[config.mk]
export PLATFORM = sky130hd
export DESIGN_NAME = ntf_ram
export DESIGN_NICKNAME = d
export VERILOG_FILES = /design/src/hw/rtl/novelty_table_filter_defines.svh /design/src/hw/rtl/ntf_ram.sv
export SDC_FILE = /design/constraint.sdc
export NUM_CORES = 1
export LEC_CHECK = 0
export BUFFER_PORTS_ARGS = -buffer_cell sky130_fd_sc_hd__buf_2
export CORE_MARGIN = 8
export CORE_UTILIZATION = 45
export CTS_BUF_LIST = sky130_fd_sc_hd__clkbuf_4 sky130_fd_sc_hd__clkbuf_8
export DETAILED_ROUTE_END_ITERATION = 10
export GPL_TIMING_DRIVEN = 0
export HOLD_SLACK_MARGIN = 0.02
export PLACE_DENSITY = 0.7
export SYNTH_ARGS = -nofsm -noshare
export SYNTH_HDL_FRONTEND = slang
export SYNTH_SLANG_ARGS = --single-unit
[constraint.sdc]
create_clock -name clk -period 4.66 [get_ports clk]
set_input_delay 0.466 -clock clk [delete_from_list [all_inputs] [get_ports clk]]
set_output_delay 0.466 -clock clk [all_outputs]
set_load 0.005 [all_outputs]
[src/hw/rtl/novelty_table_filter_defines.svh]
// ----------------------------------------------------------------------------
// Novelty table filter assertion macros
// Shared concurrent assertion forms, clocked on clk and disabled in rst.
// ----------------------------------------------------------------------------
`ifndef NOVELTY_TABLE_FILTER_DEFINES_SVH
`define NOVELTY_TABLE_FILTER_DEFINES_SVH

// same-cycle implication
`define NTF_ASSERT_NOW(label, ante, cons, msg) \
  label: assert property (@(posedge clk) disable iff (rst) (ante) |-> (cons)) \
    else $error(msg);

// next-cycle implication
`define NTF_ASSERT_NEXT(label, ante, cons, msg) \
  label: assert property (@(posedge clk) disable iff (rst) (ante) |=> (cons)) \
    else $error(msg);

`endif

[src/hw/rtl/ntf_ram.sv]
// ----------------------------------------------------------------------------
// Novelty table filter RAM
// Simple dual-port RAM, one write and one registered read port.
// ----------------------------------------------------------------------------
module ntf_ram #(
  parameter int WIDTH = 8,
  parameter int DEPTH = 16,
  parameter int AW    = DEPTH > 1 ? $clog2(DEPTH) : 1
) (
  input  logic             clk,
  input  logic             we,
  input  logic [AW-1:0]    waddr,
  input  logic [WIDTH-1:0] wdata,
  input  logic             re,
  input  logic [AW-1:0]    raddr,
  output logic [WIDTH-1:0] rdata
);

  logic [WIDTH-1:0] mem [DEPTH];

  always_ff @(posedge clk) begin
    if (we) begin
      mem[waddr] <= wdata;
    end
    if (re) begin
      rdata <= mem[raddr];
    end
  end

endmodule

Yosys cells after proc, flatten, opt, wreduce, memory -nomap -nowiden:

Memories as Yosys holds them, arrays and structs flattened. A register that Yosys moved wholly into a read port is not among the register bits.
Cells that the tools add are included.

* muxes and demuxes: 2

Operators by type and width (count)
* $mux 1: 2

* register bits: 0
* bits in writable memories: 128
* input bits: 19
* output and inout bits: 8
* logic and storage cells: 3
* memories kept: 1

Memory list
* mem: depth 16, bits a word 8, rd ports 1, clocked after memory_dff 1, write ports 1, line ntf_ram.sv:19 `logic [WIDTH-1:0] mem [DEPTH];`

Logic depth before layout (Yosys ltp):

* depth after elaboration: 2
* mapped depth: 5
* mapped depth without buffers: 3

Worst setup path before layout:

Ideal clock, no wire load.

* kind: input -> register
* start point: input waddr[2]
* end point: memory mem[0][0], enable pin
* setup time: 0.383 ns
* arrival: 1.576 ns
* required time: 4.277 ns
* setup slack: 2.701 ns
* cell stages on the path: 2
* buffers on the path: 0
* cells stage by stage: or3b_2 nor3_1

RTL lines
* from (decl): line ntf_ram.sv:12 `input logic [AW-1:0] waddr,`
* to (decl): line ntf_ram.sv:19

Straight into the memory's write port.

Worst setup path after layout:

* start point: input waddr[2]
* end point: memory mem[0][5], enable pin

Straight into the memory's write port.

==> flow_metrics.py <==
metrics = {
    "logic_synthesis": {
        "synthesis.nets": 248,
        "synthTopCellsByArea": "edfxtp_1, mux4_2, mux4_1, a22oi_1, nor2_1",
        "netlist-cell-type-count": 18,
        "synth_top_family_by_area": "multiplexers",
        "synth_top_area_frac": 0.7812,
        "yosys.area_share.xor_xnor": 0,
        "syn_avg_cell_area_um2": 22.83,
        "synthMuxAreaShare": 0.1479,
        "syn_area_um2": 5228,
        "synth-simple-area-share": 0.03135,
        "synth-compound-area-share": 0.02298,
        "synth_fa_ha_area_frac": 0,
        "syn-instance-count": 229,
        "synth_seq_area_share": 0.7812,
        "synth_top_cell_by_area": "edfxtp_1",
        "synth.ff_latch_count": 136,
        "yosys_warnings": 0,
    },
    "setup_path": {
        "critPathLaunchType": "input pin",
        "rr_worst_depth": 3,
        "crit_type": "input pin to flop",
        "rrSetupSlack_ns": 3.10,
        "r2r-end": "rdata[0]",
        "r2r_start": "mem[1][0]",
        "crit_path_end_kind": "flop",
        "required_ns": 4.69,
        "cp_max_fo": 8,
        "cp.arrival_ns": 2.15,
    },
    "floorplanning": {
        "die_area_um2": 15320,
        "initial_core_util": 0.4598,
        "rows": 39,
        "core-area_um2": 11370,
        "die_h_um": 123.8,
        "io_pins": 27,
        "die_x_um": 123.8,
    },
    "routing": {
        "viasPerCell": 5.716,
        "dr.first_iter.drc_count": 212,
        "vias": 2452,
        "drc_errors": 0,
        "drt-total-wl_mm": 9.828,
        "detail_route.first_pass.iterations": 4,
        "wl_per_cell_um": 22.91,
        "antenna_left": 0,
    },
    "sta": {
        "rsz0062_at_grt": "no",
        "slew_headroom": 0.09778,
        "skew_ns": 0.01051,
        "post-route-period-util": 0.4539,
        "fmax_mhz": 472.7,
        "final_hold_viol_count": 0,
        "tns_ns": 0,
        "slew_violations": 0,
        "period_needed_ns": 2.115,
        "tightest_slew_ns": 1.343,
        "setup_viol": 0,
    },
    "place": {
        "dp.final_hpwl_mm": 6.380,
        "place_congestion": 0.7457,
        "port_buffers": 25,
        "placed_area_um2": 5532,
    },
    "clock_tree": {
        "cts-resized-gates": 0,
        "root_buffer": "clkbuf_8",
        "cts_tree": "yes",
        "numCtsBuffers": 17,
        "clock_latency_ns": 0.43,
        "cts_setup_buffers": 0,
        "clk_pin_slew_ns": 0.08,
        "holdBufCountCts": 0,
        "cts.sinks": 136,
        "cts_buffer_depth": 2,
        "htreeDepth": 4,
    },
    "final_layout": {
        "antenna_cells": 0,
        "area_growth_pct": 12.45,
        "drive_above_1_share": 0.2937,
        "nets": 292,
        "finalInstanceArea_um2": 5878,
    },
    "hold_path": {
        "min_to": "rdata[1]",
        "hold_path_depth": 1,
        "worstHoldStart": "re",
        "min_path_type": "input pin to flop",
    },
    "grt": {
        "grt_pass1_wl_mm": 14.70,
        "overflow": 0,
        "antenna_found_initial": 0,
        "grt_pass1_vias": 2484,
        "grtUsageTotal": 0.1380,
        "grt_start_max_net_pins": 17,
    },
    "pwr": {
        "p_per_area_nw_per_um2": 401.4,
        "power_leakage_nw": 1.935,
        "vdd_drop_max_mv": 0.1917,
        "p_total_mw": 2.360,
    },
    "outcome": {
        "outcome": "complete, no violations",
    },
    "run": {
        "drv_cap": 0,
    },
}
[worst max path at each step]
stage,slack [ns],cells after the start,to,start
floorplan,2.70,2,mem[0][0],waddr[2]
global placement,2.12,3,mem[0][7],waddr[2]
detailed placement,2.07,3,mem[0][0],waddr[2]
CTS,2.53,3,mem[0][5],waddr[2]
global route,2.46,3,mem[0][5],waddr[2]
finish,2.54,3,mem[0][5],waddr[2]
[flip-flops by register name (all words and copies together) (netlist names)]
name,count
mem,128
rdata,8
[stage by stage]
stage	worst slack (ns)	cells	utilization	hold WS (ns)
finish	2.545	429	0.5170	0.3762
global route	2.456	429	0.5170	0.3812
CTS	2.527	429	0.5170	0.3669
detailed placement	2.074	397	0.4865	0.7622
global placement	2.122	397	0.4865	0.7329
floorplan	2.701	229	-	0.5649
[Yosys cell counts, drive strengths merged]
| library cell | instances |
|---|---|
| and2 | 1 |
| and2b | 1 |
| buf | 7 |
| edfxtp | 136 |
| nor2b | 1 |
| nand3 | 1 |
| mux4 | 32 |
| nor3 | 4 |
| nand2 | 9 |
| a22oi | 16 |
| clkdlybuf4s25 | 3 |
| nand3b | 2 |
| nor2 | 13 |
| nand2b | 2 |
| or3b | 1 |
[layer usage]
metal / up-vias / wire, µm / GRT usage / part of all wire
met2: 95 / 4799 / 0.2141 / 0.49
met1: 1269 / 3982 / 0.1769 / 0.41
met5: - / 0 / 0 / 0
met4: 0 / 248 / 0.07299 / 0.025
li1: 1069 / - / - / -
met3: 19 / 798 / 0.03490 / 0.081
[layout make-up]
cell class | count | area (µm²)
buffer | 10 | 86.33
sequential | 136 | 4084
fill | 880 | 5492
timing repair buffer | 25 | 125.1
tap | 143 | 178.9
clock inverter | 11 | 82.58
multi-input combinational | 83 | 1057
clock buffer | 21 | 264.0
[report_power, final]
part,internal (mW),total [mW],switching [mW]
registers,1.38,1.38,0.00572
clock network,0.434,0.849,0.414
logic,0.0530,0.128,0.0750
total,1.86,2.36,0.495
[cell families (layout without fill, tap and decap cells)]
family / Yosys count / in the layout
flops: 136 / 136
simple gates: 35 / 35
mux: 32 / 32
compound gates: 16 / 16
buf+inv: 10 / 67
[critical path, cell delays in order]
cell and delay (ns):
buf_2 0.12, or3b_2 0.52, nor3_1 1.03
[cells in the final DEF, fill, tap and decap left out]
| master | count |
|---|---|
| clkinv_1 | 2 |
| or3b_2 | 1 |
| nand3_1 | 1 |
| nor2b_1 | 1 |
| mux4_2 | 18 |
| nand2_1 | 9 |
| buf_6 | 3 |
| a22oi_1 | 16 |
| buf_2 | 28 |
| clkbuf_4 | 4 |
| buf_4 | 1 |
| clkbuf_8 | 17 |
| edfxtp_1 | 136 |
| nor2_1 | 13 |
| and2b_1 | 1 |
| mux4_1 | 14 |
| and2_1 | 1 |
| clkdlybuf4s25_2 | 3 |
| bufinv_16 | 1 |
| nand2b_1 | 2 |
| nand3b_1 | 2 |
| nor3_1 | 4 |
| clkinvlp_4 | 2 |
| clkinv_2 | 6 |
(Power assumes the default switching activity.)
